<file path="src/bfa_pkg.sv">
// Shared types, constants and command/status structs of the best-fit block allocator.
package bfa_pkg;

    localparam int MAX_BLOCKS = 64;
    localparam int IDX_W      = $clog2(MAX_BLOCKS);
    localparam int CNT_W      = $clog2(MAX_BLOCKS + 1);
    localparam int OFS_W      = 32;
    localparam int LOG_W      = 5;
    localparam int CFG_IDX_W  = 2;

    localparam logic [CFG_IDX_W-1:0] CFG_POOL_BYTES = 2'd0;
    localparam logic [CFG_IDX_W-1:0] CFG_SIZE_ALIGN = 2'd1;
    localparam logic [CFG_IDX_W-1:0] CFG_ADDR_ALIGN = 2'd2;
    // Unmapped index: writes to it are ignored
    localparam logic [CFG_IDX_W-1:0] CFG_SPARE      = 2'd3;

    localparam logic [OFS_W-1:0] RST_POOL_BYTES = 32'd1048576;
    localparam logic [LOG_W-1:0] RST_SIZE_ALIGN = 5'd8;
    localparam logic [LOG_W-1:0] RST_ADDR_ALIGN = 5'd3;

    localparam logic REQ_ALLOC = 1'b0;
    localparam logic REQ_FREE  = 1'b1;

    typedef enum logic [1:0] {
        ST_OK        = 2'd0,
        ST_NO_FIT    = 2'd1,
        ST_FULL      = 2'd2,
        ST_NOT_ALLOC = 2'd3
    } t_status;

    typedef struct packed {
        logic             req_type;
        logic [OFS_W-1:0] req_size;
        logic [LOG_W-1:0] req_align_log2;
        logic [OFS_W-1:0] free_offset;
    } t_req;

    typedef struct packed {
        t_status          status;
        logic [OFS_W-1:0] block_offset;
    } t_res;

    typedef struct packed {
        logic             used;
        logic [OFS_W-1:0] start;
    } t_entry;

    typedef enum logic [1:0] {
        WR_NONE  = 2'd0,
        WR_ALLOC = 2'd1,
        WR_FREE  = 2'd2,
        WR_SPLIT = 2'd3
    } t_wr_sel;

    typedef enum logic [1:0] {
        CNT_HOLD = 2'd0,
        CNT_INC  = 2'd1,
        CNT_DEC  = 2'd2
    } t_cnt_op;

    typedef enum logic [1:0] {
        RS_ZERO   = 2'd0,
        RS_ASTART = 2'd1,
        RS_OFFSET = 2'd2
    } t_res_src;

    typedef struct packed {
        logic     load;
        t_wr_sel  wr_sel;
        logic     mv_start;
        t_cnt_op  cnt_op;
        logic     set_res;
        t_status  res_status;
        t_res_src res_src;
        logic     res_load;
    } t_cmd;

    typedef struct packed {
        logic is_free;
        logic scan_done;
        logic found;
        logic split;
        logic full;
        logic prev_free;
        logic next_free;
        logic mv_busy;
        logic out_full;
    } t_sts;

endpackage

</file>
<file path="src/bfa_ctrl.sv">
// Controller state machine: sequences scan, decision, table move and result transfer.
module bfa_ctrl (
    input  logic          i_clk,
    input  logic          i_rst_n,
    input  logic          i_in_valid,
    output logic          o_in_ready,
    input  logic          i_out_ready,
    input  bfa_pkg::t_sts i_sts,
    output bfa_pkg::t_cmd o_cmd
);
    import bfa_pkg::*;

    typedef enum logic [5:0] {
        S_IDLE  = 6'b000001,
        S_SCAN  = 6'b000010,
        S_CALC  = 6'b000100,
        S_SHIFT = 6'b001000,
        S_FIN   = 6'b010000,
        S_DONE  = 6'b100000
    } t_state;

    t_state r_state, n_state;

    // Advance state
    always_ff @(posedge i_clk) begin
        if (!i_rst_n) begin
            r_state <= S_IDLE;
        end else begin
            r_state <= n_state;
        end
    end

    // Next state and commands
    always_comb begin
        n_state          = r_state;
        o_cmd.load       = 1'b0;
        o_cmd.wr_sel     = WR_NONE;
        o_cmd.mv_start   = 1'b0;
        o_cmd.cnt_op     = CNT_HOLD;
        o_cmd.set_res    = 1'b0;
        o_cmd.res_status = ST_OK;
        o_cmd.res_src    = RS_ZERO;
        o_cmd.res_load   = 1'b0;
        unique case (r_state)
            S_IDLE: begin
                if (i_in_valid) begin
                    o_cmd.load = 1'b1;
                    n_state    = S_SCAN;
                end
            end
            S_SCAN: begin
                if (i_sts.scan_done) begin
                    n_state = S_CALC;
                end
            end
            S_CALC: begin
                o_cmd.set_res = 1'b1;
                if (!i_sts.is_free) begin
                    if (!i_sts.found) begin
                        o_cmd.res_status = ST_NO_FIT;
                        n_state          = S_DONE;
                    end else if (i_sts.split && i_sts.full) begin
                        o_cmd.res_status = ST_FULL;
                        n_state          = S_DONE;
                    end else begin
                        o_cmd.res_src = RS_ASTART;
                        o_cmd.wr_sel  = WR_ALLOC;
                        if (i_sts.split) begin
                            o_cmd.mv_start = 1'b1;
                            n_state        = S_SHIFT;
                        end else begin
                            n_state = S_DONE;
                        end
                    end
                end else begin
                    o_cmd.res_src = RS_OFFSET;
                    if (!i_sts.found) begin
                        o_cmd.res_status = ST_NOT_ALLOC;
                        n_state          = S_DONE;
                    end else begin
                        if (!i_sts.prev_free) begin
                            o_cmd.wr_sel = WR_FREE;
                        end
                        if (i_sts.prev_free || i_sts.next_free) begin
                            o_cmd.mv_start = 1'b1;
                            n_state        = S_SHIFT;
                        end else begin
                            n_state = S_DONE;
                        end
                    end
                end
            end
            S_SHIFT: begin
                if (!i_sts.mv_busy) begin
                    n_state = S_FIN;
                end
            end
            S_FIN: begin
                if (i_sts.is_free) begin
                    o_cmd.cnt_op = CNT_DEC;
                end else begin
                    o_cmd.cnt_op = CNT_INC;
                    o_cmd.wr_sel = WR_SPLIT;
                end
                n_state = S_DONE;
            end
            S_DONE: begin
                if (!i_sts.out_full || i_out_ready) begin
                    o_cmd.res_load = 1'b1;
                    n_state        = S_IDLE;
                end
            end
            default: n_state = S_IDLE;
        endcase
    end

    assign o_in_ready = (r_state == S_IDLE);

endmodule

</file>
<file path="src/bfa_dpath.sv">
// Datapath: block table memory, scan pipeline, move engine, config and result registers.
module bfa_dpath (
    input  logic                           i_clk,
    input  logic                           i_rst_n,
    input  bfa_pkg::t_req                  i_in_data,
    input  bfa_pkg::t_cmd                  i_cmd,
    output bfa_pkg::t_sts                  o_sts,
    output logic                           o_out_valid,
    input  logic                           i_out_ready,
    output bfa_pkg::t_res                  o_out_data,
    input  logic                           i_cfg_we,
    input  logic [bfa_pkg::CFG_IDX_W-1:0]  i_cfg_index,
    input  logic [bfa_pkg::OFS_W-1:0]      i_cfg_data
);
    import bfa_pkg::*;

    // Table memory and read register
    t_entry r_mem [MAX_BLOCKS];
    t_entry r_rd;

    // Configuration and table count
    logic [OFS_W-1:0] r_pool_bytes;
    logic [LOG_W-1:0] r_sal;
    logic [LOG_W-1:0] r_aal;
    logic [CNT_W-1:0] r_count;

    // Request
    logic             r_type;
    logic [OFS_W:0]   r_size;
    logic [OFS_W-1:0] r_almask;
    logic [OFS_W-1:0] r_off;

    // Scan pipeline
    logic             r_iss_on;
    logic [CNT_W-1:0] r_iss_idx;
    logic             r_rv;
    logic [CNT_W-1:0] r_ri;
    t_entry           r_pv;
    logic             r_e_v;
    logic             r_e_last;
    logic [IDX_W-1:0] r_e_idx;
    logic             r_e_used;
    logic [OFS_W-1:0] r_e_end;
    logic [OFS_W:0]   r_e_astart;
    logic [OFS_W-1:0] r_e_bsz;
    logic             r_fin;

    // Best fit and lookup results
    logic             r_bfound;
    logic [IDX_W-1:0] r_bidx;
    logic [OFS_W:0]   r_bastart;
    logic [OFS_W-1:0] r_bbsz;
    logic [OFS_W-1:0] r_bend;
    logic [OFS_W+1:0] r_lim;
    logic             r_ffound;
    logic [IDX_W-1:0] r_fidx;
    logic             r_prev_free;
    logic             r_next_free;

    // Move engine
    logic [CNT_W-1:0] r_mv_addr;
    logic [CNT_W-1:0] r_mv_left;
    logic             r_mrv;
    logic [IDX_W-1:0] r_mri;

    // Result and output registers
    t_status          r_rstat;
    logic [OFS_W-1:0] r_roff;
    logic             r_out_v;
    t_res             r_out;

    logic             init;
    logic [OFS_W:0]   sa;
    logic [OFS_W:0]   sa_m1;
    logic [OFS_W:0]   req_rnd;
    logic [LOG_W-1:0] alog;
    logic [OFS_W-1:0] al_m1;
    logic             rd_en;
    logic [IDX_W-1:0] rd_addr;
    logic             w_we;
    logic [IDX_W-1:0] w_addr;
    t_entry           w_data;
    logic [1:0]       merge_d;
    logic [CNT_W-1:0] mv_src;
    logic [OFS_W-1:0] e_end_n;
    logic [OFS_W:0]   e_astart_n;
    logic             fit;
    logic             split;

    assign init = !i_rst_n || (i_cfg_we && (i_cfg_index == CFG_POOL_BYTES));

    // Round size up and widen alignment
    assign sa      = (OFS_W+1)'(1) << r_sal;
    assign sa_m1   = sa - (OFS_W+1)'(1);
    assign req_rnd = ({1'b0, i_in_data.req_size} + sa_m1) & ~sa_m1;
    assign alog    = (i_in_data.req_align_log2 > r_aal) ? i_in_data.req_align_log2 : r_aal;
    assign al_m1   = (OFS_W'(1) << alog) - OFS_W'(1);

    assign merge_d = 2'(r_prev_free) + 2'(r_next_free);
    assign mv_src  = CNT_W'(r_fidx) + CNT_W'(1) + CNT_W'(r_next_free);

    // Configuration registers
    always_ff @(posedge i_clk) begin
        if (!i_rst_n) begin
            r_pool_bytes <= RST_POOL_BYTES;
            r_sal        <= RST_SIZE_ALIGN;
            r_aal        <= RST_ADDR_ALIGN;
        end else if (i_cfg_we) begin
            unique case (i_cfg_index)
                CFG_POOL_BYTES: r_pool_bytes <= i_cfg_data;
                CFG_SIZE_ALIGN: r_sal        <= i_cfg_data[LOG_W-1:0];
                CFG_ADDR_ALIGN: r_aal        <= i_cfg_data[LOG_W-1:0];
                default:        ;
            endcase
        end
    end

    // Block count
    always_ff @(posedge i_clk) begin
        if (init) begin
            r_count <= CNT_W'(1);
        end else begin
            unique case (i_cmd.cnt_op)
                CNT_INC:  r_count <= r_count + CNT_W'(1);
                CNT_DEC:  r_count <= r_count - CNT_W'(merge_d);
                default:  ;
            endcase
        end
    end

    // Latch request
    always_ff @(posedge i_clk) begin
        if (i_cmd.load) begin
            r_type   <= i_in_data.req_type;
            r_size   <= req_rnd;
            r_almask <= al_m1;
            r_off    <= i_in_data.free_offset;
        end
    end

    // Memory read port: move engine or scan
    assign rd_en   = (r_mv_left != '0) || r_iss_on;
    assign rd_addr = (r_mv_left != '0) ? r_mv_addr[IDX_W-1:0] : r_iss_idx[IDX_W-1:0];

    always_ff @(posedge i_clk) begin
        if (rd_en) begin
            r_rd <= r_mem[rd_addr];
        end
    end

    // Memory write port: init, move, single entry update
    always_comb begin
        w_we   = 1'b0;
        w_addr = '0;
        w_data = '0;
        priority if (init) begin
            w_we = 1'b1;
        end else if (r_mrv) begin
            w_we   = 1'b1;
            w_addr = (r_type == REQ_FREE) ? (r_mri - IDX_W'(merge_d)) : (r_mri + IDX_W'(1));
            w_data = r_rd;
        end else begin
            unique case (i_cmd.wr_sel)
                WR_ALLOC: begin
                    w_we         = 1'b1;
                    w_addr       = r_bidx;
                    w_data.used  = 1'b1;
                    w_data.start = r_bastart[OFS_W-1:0];
                end
                WR_FREE: begin
                    w_we         = 1'b1;
                    w_addr       = r_fidx;
                    w_data.start = r_off;
                end
                WR_SPLIT: begin
                    w_we         = 1'b1;
                    w_addr       = r_bidx + IDX_W'(1);
                    w_data.start = r_lim[OFS_W-1:0];
                end
                default: ;
            endcase
        end
    end

    always_ff @(posedge i_clk) begin
        if (w_we) begin
            r_mem[w_addr] <= w_data;
        end
    end

    // Scan control: issue entries 0..count, the last slot closes the final block
    always_ff @(posedge i_clk) begin
        if (!i_rst_n) begin
            r_iss_on <= 1'b0;
            r_rv     <= 1'b0;
            r_e_v    <= 1'b0;
            r_fin    <= 1'b0;
        end else begin
            if (i_cmd.load) begin
                r_iss_on <= 1'b1;
            end else if (r_iss_on && (r_iss_idx == r_count)) begin
                r_iss_on <= 1'b0;
            end
            r_rv  <= r_iss_on;
            r_e_v <= r_rv && (r_ri != '0);
            r_fin <= r_e_v && r_e_last;
        end
    end

    // Scan payload: pair previous entry with the next start
    assign e_end_n    = (r_ri == r_count) ? r_pool_bytes : r_rd.start;
    assign e_astart_n = ({1'b0, r_pv.start} + {1'b0, r_almask}) & ~{1'b0, r_almask};

    always_ff @(posedge i_clk) begin
        if (i_cmd.load) begin
            r_iss_idx <= '0;
        end else if (r_iss_on) begin
            r_iss_idx <= r_iss_idx + CNT_W'(1);
        end
        r_ri <= r_iss_idx;
        if (r_rv) begin
            r_pv       <= r_rd;
            r_e_last   <= (r_ri == r_count);
            r_e_idx    <= IDX_W'(r_ri - CNT_W'(1));
            r_e_used   <= r_pv.used;
            r_e_end    <= e_end_n;
            r_e_astart <= e_astart_n;
            r_e_bsz    <= e_end_n - r_pv.start;
        end
    end

    // Best fit: smallest block that holds the request, first one wins ties
    assign fit = !r_e_used &&
                 (({1'b0, r_e_astart} + {1'b0, r_size}) <= {2'b00, r_e_end});

    always_ff @(posedge i_clk) begin
        if (i_cmd.load) begin
            r_bfound <= 1'b0;
        end else if (r_e_v && fit && (!r_bfound || (r_e_bsz < r_bbsz))) begin
            r_bfound  <= 1'b1;
            r_bidx    <= r_e_idx;
            r_bastart <= r_e_astart;
            r_bbsz    <= r_e_bsz;
            r_bend    <= r_e_end;
        end
        r_lim <= {1'b0, r_bastart} + {1'b0, r_size};
    end

    assign split = (({2'b00, r_bend} - r_lim) >= {1'b0, sa});

    // Free lookup: lowest used entry at the offset, plus neighbor state
    always_ff @(posedge i_clk) begin
        if (i_cmd.load) begin
            r_ffound    <= 1'b0;
            r_prev_free <= 1'b0;
            r_next_free <= 1'b0;
        end else if (r_rv && (r_type == REQ_FREE) && (r_ri < r_count)) begin
            if (!r_ffound && r_rd.used && (r_rd.start == r_off)) begin
                r_ffound    <= 1'b1;
                r_fidx      <= r_ri[IDX_W-1:0];
                r_prev_free <= (r_ri != '0) && !r_pv.used;
            end
            if (r_ffound && (r_ri == (CNT_W'(r_fidx) + CNT_W'(1)))) begin
                r_next_free <= !r_rd.used;
            end
        end
    end

    // Move engine: shift entries up for a split, down for a merge
    always_ff @(posedge i_clk) begin
        if (!i_rst_n) begin
            r_mv_left <= '0;
            r_mrv     <= 1'b0;
        end else begin
            if (i_cmd.mv_start) begin
                if (r_type == REQ_FREE) begin
                    r_mv_left <= r_count - mv_src;
                end else begin
                    r_mv_left <= r_count - CNT_W'(1) - CNT_W'(r_bidx);
                end
            end else if (r_mv_left != '0) begin
                r_mv_left <= r_mv_left - CNT_W'(1);
            end
            r_mrv <= (r_mv_left != '0);
        end
    end

    always_ff @(posedge i_clk) begin
        if (i_cmd.mv_start) begin
            r_mv_addr <= (r_type == REQ_FREE) ? mv_src : (r_count - CNT_W'(1));
        end else if (r_mv_left != '0) begin
            r_mv_addr <= (r_type == REQ_FREE) ? (r_mv_addr + CNT_W'(1))
                                              : (r_mv_addr - CNT_W'(1));
        end
        r_mri <= r_mv_addr[IDX_W-1:0];
    end

    // Result staging
    always_ff @(posedge i_clk) begin
        if (i_cmd.set_res) begin
            r_rstat <= i_cmd.res_status;
            unique case (i_cmd.res_src)
                RS_ASTART: r_roff <= r_bastart[OFS_W-1:0];
                RS_OFFSET: r_roff <= r_off;
                default:   r_roff <= '0;
            endcase
        end
    end

    // Output register: hold until transfer
    always_ff @(posedge i_clk) begin
        if (!i_rst_n) begin
            r_out_v <= 1'b0;
        end else if (i_cmd.res_load) begin
            r_out_v <= 1'b1;
        end else if (i_out_ready) begin
            r_out_v <= 1'b0;
        end
    end

    always_ff @(posedge i_clk) begin
        if (i_cmd.res_load) begin
            r_out.status       <= r_rstat;
            r_out.block_offset <= r_roff;
        end
    end

    assign o_out_valid = r_out_v;
    assign o_out_data  = r_out;

    assign o_sts.is_free   = (r_type == REQ_FREE);
    assign o_sts.scan_done = r_fin;
    assign o_sts.found     = (r_type == REQ_FREE) ? r_ffound : r_bfound;
    assign o_sts.split     = split;
    assign o_sts.full      = (r_count >= CNT_W'(MAX_BLOCKS));
    assign o_sts.prev_free = r_prev_free;
    assign o_sts.next_free = r_next_free;
    assign o_sts.mv_busy   = (r_mv_left != '0) || r_mrv;
    assign o_sts.out_full  = r_out_v;

    // Checks
    a_count_range: assert property (@(posedge i_clk) disable iff (!i_rst_n)
        (r_count != '0) && (r_count <= CNT_W'(MAX_BLOCKS)))
        else $error("block count out of range");

    a_port_share: assert property (@(posedge i_clk) disable iff (!i_rst_n)
        !(r_rv && r_mrv))
        else $error("scan and move read the table together");

    a_no_overwrite: assert property (@(posedge i_clk) disable iff (!i_rst_n)
        (i_cmd.res_load && r_out_v) |-> i_out_ready)
        else $error("result loaded over an untaken result");

    a_move_idle_scan: assert property (@(posedge i_clk) disable iff (!i_rst_n)
        i_cmd.mv_start |-> (!r_iss_on && !r_rv && (r_mv_left == '0)))
        else $error("move started while table is busy");

endmodule

</file>
<file path="src/best_fit_block_allocator.sv">
// Top level of the best-fit block allocator: controller plus datapath.
//
//  channel | direction | handshake               | payload
//  --------+-----------+-------------------------+----------------------------------
//  in      | input     | i_in_valid / o_in_ready | i_in_data  (t_req)
//  out     | output    | o_out_valid/i_out_ready | o_out_data (t_res)
//  cfg     | input     | i_cfg_we                | i_cfg_index, i_cfg_data
//
// One request at a time. Each request reads count + 1 table entries through the single
// read port, then passes the scan pipeline and the decision.
// A split or merge then shifts the entries behind the block through the move engine.
// Reset and a pool size write leave one free block spanning the memory at once.
// A waiting result sits in the output register; the next request is taken
// while it waits, and its result holds until the first one transfers.
module best_fit_block_allocator (
    input  logic                          i_clk,
    input  logic                          i_rst_n,
    input  logic                          i_in_valid,
    output logic                          o_in_ready,
    input  bfa_pkg::t_req                 i_in_data,
    output logic                          o_out_valid,
    input  logic                          i_out_ready,
    output bfa_pkg::t_res                 o_out_data,
    input  logic                          i_cfg_we,
    input  logic [bfa_pkg::CFG_IDX_W-1:0] i_cfg_index,
    input  logic [bfa_pkg::OFS_W-1:0]     i_cfg_data
);
    import bfa_pkg::*;

    t_cmd cmd;
    t_sts sts;

    bfa_ctrl u_ctrl (
        .i_clk       (i_clk),
        .i_rst_n     (i_rst_n),
        .i_in_valid  (i_in_valid),
        .o_in_ready  (o_in_ready),
        .i_out_ready (i_out_ready),
        .i_sts       (sts),
        .o_cmd       (cmd)
    );

    bfa_dpath u_dpath (
        .i_clk       (i_clk),
        .i_rst_n     (i_rst_n),
        .i_in_data   (i_in_data),
        .i_cmd       (cmd),
        .o_sts       (sts),
        .o_out_valid (o_out_valid),
        .i_out_ready (i_out_ready),
        .o_out_data  (o_out_data),
        .i_cfg_we    (i_cfg_we),
        .i_cfg_index (i_cfg_index),
        .i_cfg_data  (i_cfg_data)
    );

endmodule

</file>
<file path="config.mk">
export PLATFORM = sky130hd
export DESIGN_NAME = best_fit_block_allocator
export DESIGN_NICKNAME = d
export VERILOG_FILES = /design/src/bfa_pkg.sv /design/src/bfa_ctrl.sv /design/src/bfa_dpath.sv /design/src/best_fit_block_allocator.sv
export SDC_FILE = /design/constraint.sdc
export NUM_CORES = 2
export LEC_CHECK = 0
export BUFFER_PORTS_ARGS = -buffer_cell sky130_fd_sc_hd__buf_2
export CORE_ASPECT_RATIO = 0.8
export CORE_MARGIN = 2
export CORE_UTILIZATION = 38
export CTS_BUF_LIST = sky130_fd_sc_hd__clkbuf_16
export CTS_CLUSTER_DIAMETER = 80
export DETAILED_ROUTE_END_ITERATION = 8
export GPL_ROUTABILITY_DRIVEN = 0
export SYNTH_ARGS = -nofsm -noshare
export SYNTH_HDL_FRONTEND = slang
export SYNTH_SLANG_ARGS = --single-unit
</file>
<file path="constraint.sdc">
create_clock -name i_clk -period 24.1 [get_ports i_clk]
set_input_delay 1.205 -clock i_clk [delete_from_list [all_inputs] [get_ports i_clk]]
set_output_delay 1.205 -clock i_clk [all_outputs]
set_load 0.05 [all_outputs]
</file>
==> run metrics <==
clock buffer depth=4; Die ar.=just over 300000 um2; worst slew pin tran=about 1400 ps; grt met2 use=0.317; IO Pins=around 150; CP max stage delay=around 1200 ps; clock tree from TritonCTS=yes; Avg Cell Area, Syn=16.2 um2; TritonCTS Sinks=about 2.7k; Main synth FF type=edfxtp_1; Syn. warnings=0; hold_buf cts=0; Core Area=between 300000 and 400000 um2; CP Launch Type=register; R2R setup slack=~16000 ps; DRC=0; Routed wire per std cell=around 30 um; Initial Util=0.381; largest net degree at the start of global routing=119; DIE WIDTH=621 um; # Post-CTS Setup Buffers=0; Via Count=approximately 68k; hold worst-path end=u_dpath.r_ri[6]; CP Data Required Time=about 25000 ps; GRT met1 Usage=0.321; PortBufs=about 140; Hold Path Origin=u_dpath.r_iss_idx[6]; PD cells=127 nW/um2; CTS H-tree lvls=5; synthesized flop and latch total=between 2k and 3k; Worst R2R Path Depth=24; Clock Latency Late Sink=a little under 900 ps; synthesized area=approximately 120000 um2; cell chain of the critical path=inv_1 > ha_1 > and3_4 > a221o_1 > a21oi_2 > o21ai_0 > or3_1 > a21oi_1 > o21ai_0 > a21o_1 > a21oi_1 > xnor2_1 > ha_1 > a21o_1 > a21o_1 > a221oi_1 > a21boi_0 > a2111o_1 > a211oi_1 > or2_1 > nand4_1 > a21boi_1 > nand3_1 > nor2_4; first-pass GRT wire length=approximately 500000 um; crit-path max FO=33; CP endpoint kind=register; GR Overflow Total=0; most frequent CP cell=a21o_1; Tmin final=8420 ps; Site Rows=about 180; vias in the first global route=65.6k; status=complete, no violations; Die Y-Extent=498 um; worst r2r src=u_dpath.r_lim[11]; Filler cells=approximately 26k; Root Driver=clkbuf_16; Worst Clk Skew=between 60 and 70 ps; hpwl dp=220000 um; met3 GRT Util=0.0537; Detailed Route Iter0 Violations=around 8.5k; Routed WL=344000 um; grt peak-use layer=met1; fin crit share=0.350; Syn-to-layout area delta=13.2%; layout cell share with drive strength beyond 1=0.178; Detail Route Antenna Nets=0; slowest CP cell=nor2_4; CP arrival=around 9000 ps; WS Path Type=register to register; Rel. slew slack=0.0432; initial antenna violation count=24; Clock Pin Slew Worst Setup and Hold Paths=about 60 ps; post-synthesis sequential area ratio=0.686; final setup fails=0; Max Freq=approximately 120 MHz; Vias/cell=5.87; worst reg2reg path endpoint=u_dpath.r_mem[63][15]; TritonCTS Buffers=270; RSZ-0062 raised after global routing=false; PnR worst setup slack=15680 ps; type of the tightest min-delay check=register to register; Async SR Flop Fraction=0; leakage=between 0.04 and 0.05 uW; final setup TNS=0 ps; commonest cells after routing, fill and taps aside=2564 x edfxtp_1, 559 x nand2_1, 528 x mux4_2; Hold Vio Cnt, Final=0; fin nets=~7.8k; Syn Inst Count=7135; Synth cell types=90; Total GRT Usage=0.218; max-slew violations=0; commonest non-fill, non-tap cell in the layout=edfxtp_1; pre-CTS WS=around 16000 ps; number of synthesized flops with an enable pin=2564; max cap viols=0; VDD IR-drop max=approximately 130 uV; Hold Path Depth=0; post-CTS sizing=0; first-pass iteration count of the detailed router=8
[registers in the layout, summed over array words and instances, names as in the netlist, 7 cells and up]
signal                cells
u_dpath.r_bbsz           32
u_dpath.r_almask         32
u_dpath.r_size           33
u_dpath.r_off            32
u_dpath.r_pv             33
u_dpath.r_pool_bytes     32
u_dpath.r_lim            34
u_dpath.r_e_bsz          32
u_dpath.r_count           7
u_dpath.r_mem          2112
u_dpath.r_ri              7
u_dpath.r_e_end          32
u_dpath.r_mv_left         7
u_dpath.r_bend           32
u_dpath.r_bastart        33
u_dpath.r_rd             33
u_dpath.r_roff           32
u_dpath.r_iss_idx         7
u_dpath.o_out_data       34
u_dpath.r_e_astart       33
[cell families after synthesis]
| logic type | share of synthesized area |
|---|---|
| simple gates | 0.0564 |
| xor+xnor | 0.0192 |
| buf+inv | 0.0203 |
| other cells | 0.0000324 |
| flops | 0.686 |
| compound gates | 0.0726 |
| fa+ha+maj | 0.0386 |
| mux | 0.106 |
[report_power, final]
part           internal, uW  switching (uW)
sequential             5670             229
clock                  2290            1780
combinational          2490            4150
total                 10500            6160
[critical path: cells and delay by family, from the launching register on]
family	cells	cell delay (ps)
AO/OA/AOI/OAI	14	3870
flip-flops	1	350
XOR/XNOR	1	150
adder cells (fa/ha/maj)	2	610
buffers and inverters	1	50
AND/OR/NAND/NOR	6	2940
[area by class of cell]
class / instances / area [um2] / area share
sequential: 2690 / 79500 / 0.606
multi-input combinational: 3846 / 35200 / 0.268
clock buffer: 278 / 6960 / 0.0530
tap: 4026 / 5040 / 0.0384
timing repair buffer: 309 / 2050 / 0.0156
clock inverter: 187 / 1380 / 0.0105
inverter: 266 / 998 / 0.00761
antenna: 6 / 15.0 / 0.000114
[cells in the mapped netlist (23+ instances only)]
cell type  count  share of area
edfxtp_1    2564           0.66
nand2_1      560          0.018
mux4_2       528           0.10
ha_1         340          0.037
a21oi_1      326          0.014
nor2_1       312          0.010
inv_1        265         0.0086
clkbuf_1     247         0.0080
a211oi_1     193          0.013
o21ai_0      183         0.0079
xnor2_1      157          0.012
and2_1       137         0.0074
dfxtp_1      126          0.022
a21o_1       120         0.0078
xor2_1        95         0.0072
a31oi_1       91         0.0049
nand3_1       74         0.0032
a311oi_1      72         0.0054
a221oi_1      71         0.0054
buf_2         69         0.0030
nor3_1        59         0.0025
nand2b_1      47         0.0025
nor2b_1       47         0.0025
a22oi_1       41         0.0027
nand4_1       39         0.0021
mux2i_1       35         0.0030
o21a_1        31         0.0020
o21bai_1      28         0.0018
nor4_1        23         0.0012
[metal layers]
layer	wire [um]	up-vias
met2	149000	3557
met3	37900	497
met5	13	-
met4	10300	2
li1	-	28655
met1	147000	35387
[worst max-delay path by stage]
stage                           from               endpoint  slack [ps]  cells past startpoint
2_1_floorplan  u_dpath.r_e_astart[1]   u_dpath.r_bastart[0]       12310                     20
3_3_place_gp       u_dpath.r_lim[11]  u_dpath.r_mem[62][29]       15800                     24
3_5_place_dp       u_dpath.r_lim[11]  u_dpath.r_mem[62][29]       15780                     24
4_1_cts            u_dpath.r_lim[11]   u_dpath.r_mem[62][0]       15740                     24
5_1_grt             u_dpath.r_lim[9]   u_dpath.r_mem[62][6]       15260                     24
6_report           u_dpath.r_lim[11]  u_dpath.r_mem[63][15]       15680                     24
[through the flow]
stage / hold WS [ps] / power [uW] / util / std cells / instance area, um2
after floorplan: 374 / 10100 / - / 7136 / 116000
after global placement: 389 / 12600 / 0.404 / 11135 / 123000
after detailed placement: 392 / 12600 / 0.404 / 11137 / 123000
after CTS: 401 / 16700 / 0.432 / 11602 / 131000
after global routing: 412 / 17300 / 0.432 / 11602 / 131000
final: 397 / 16600 / 0.432 / 11608 / 131000
(Power assumes the default switching activity.)
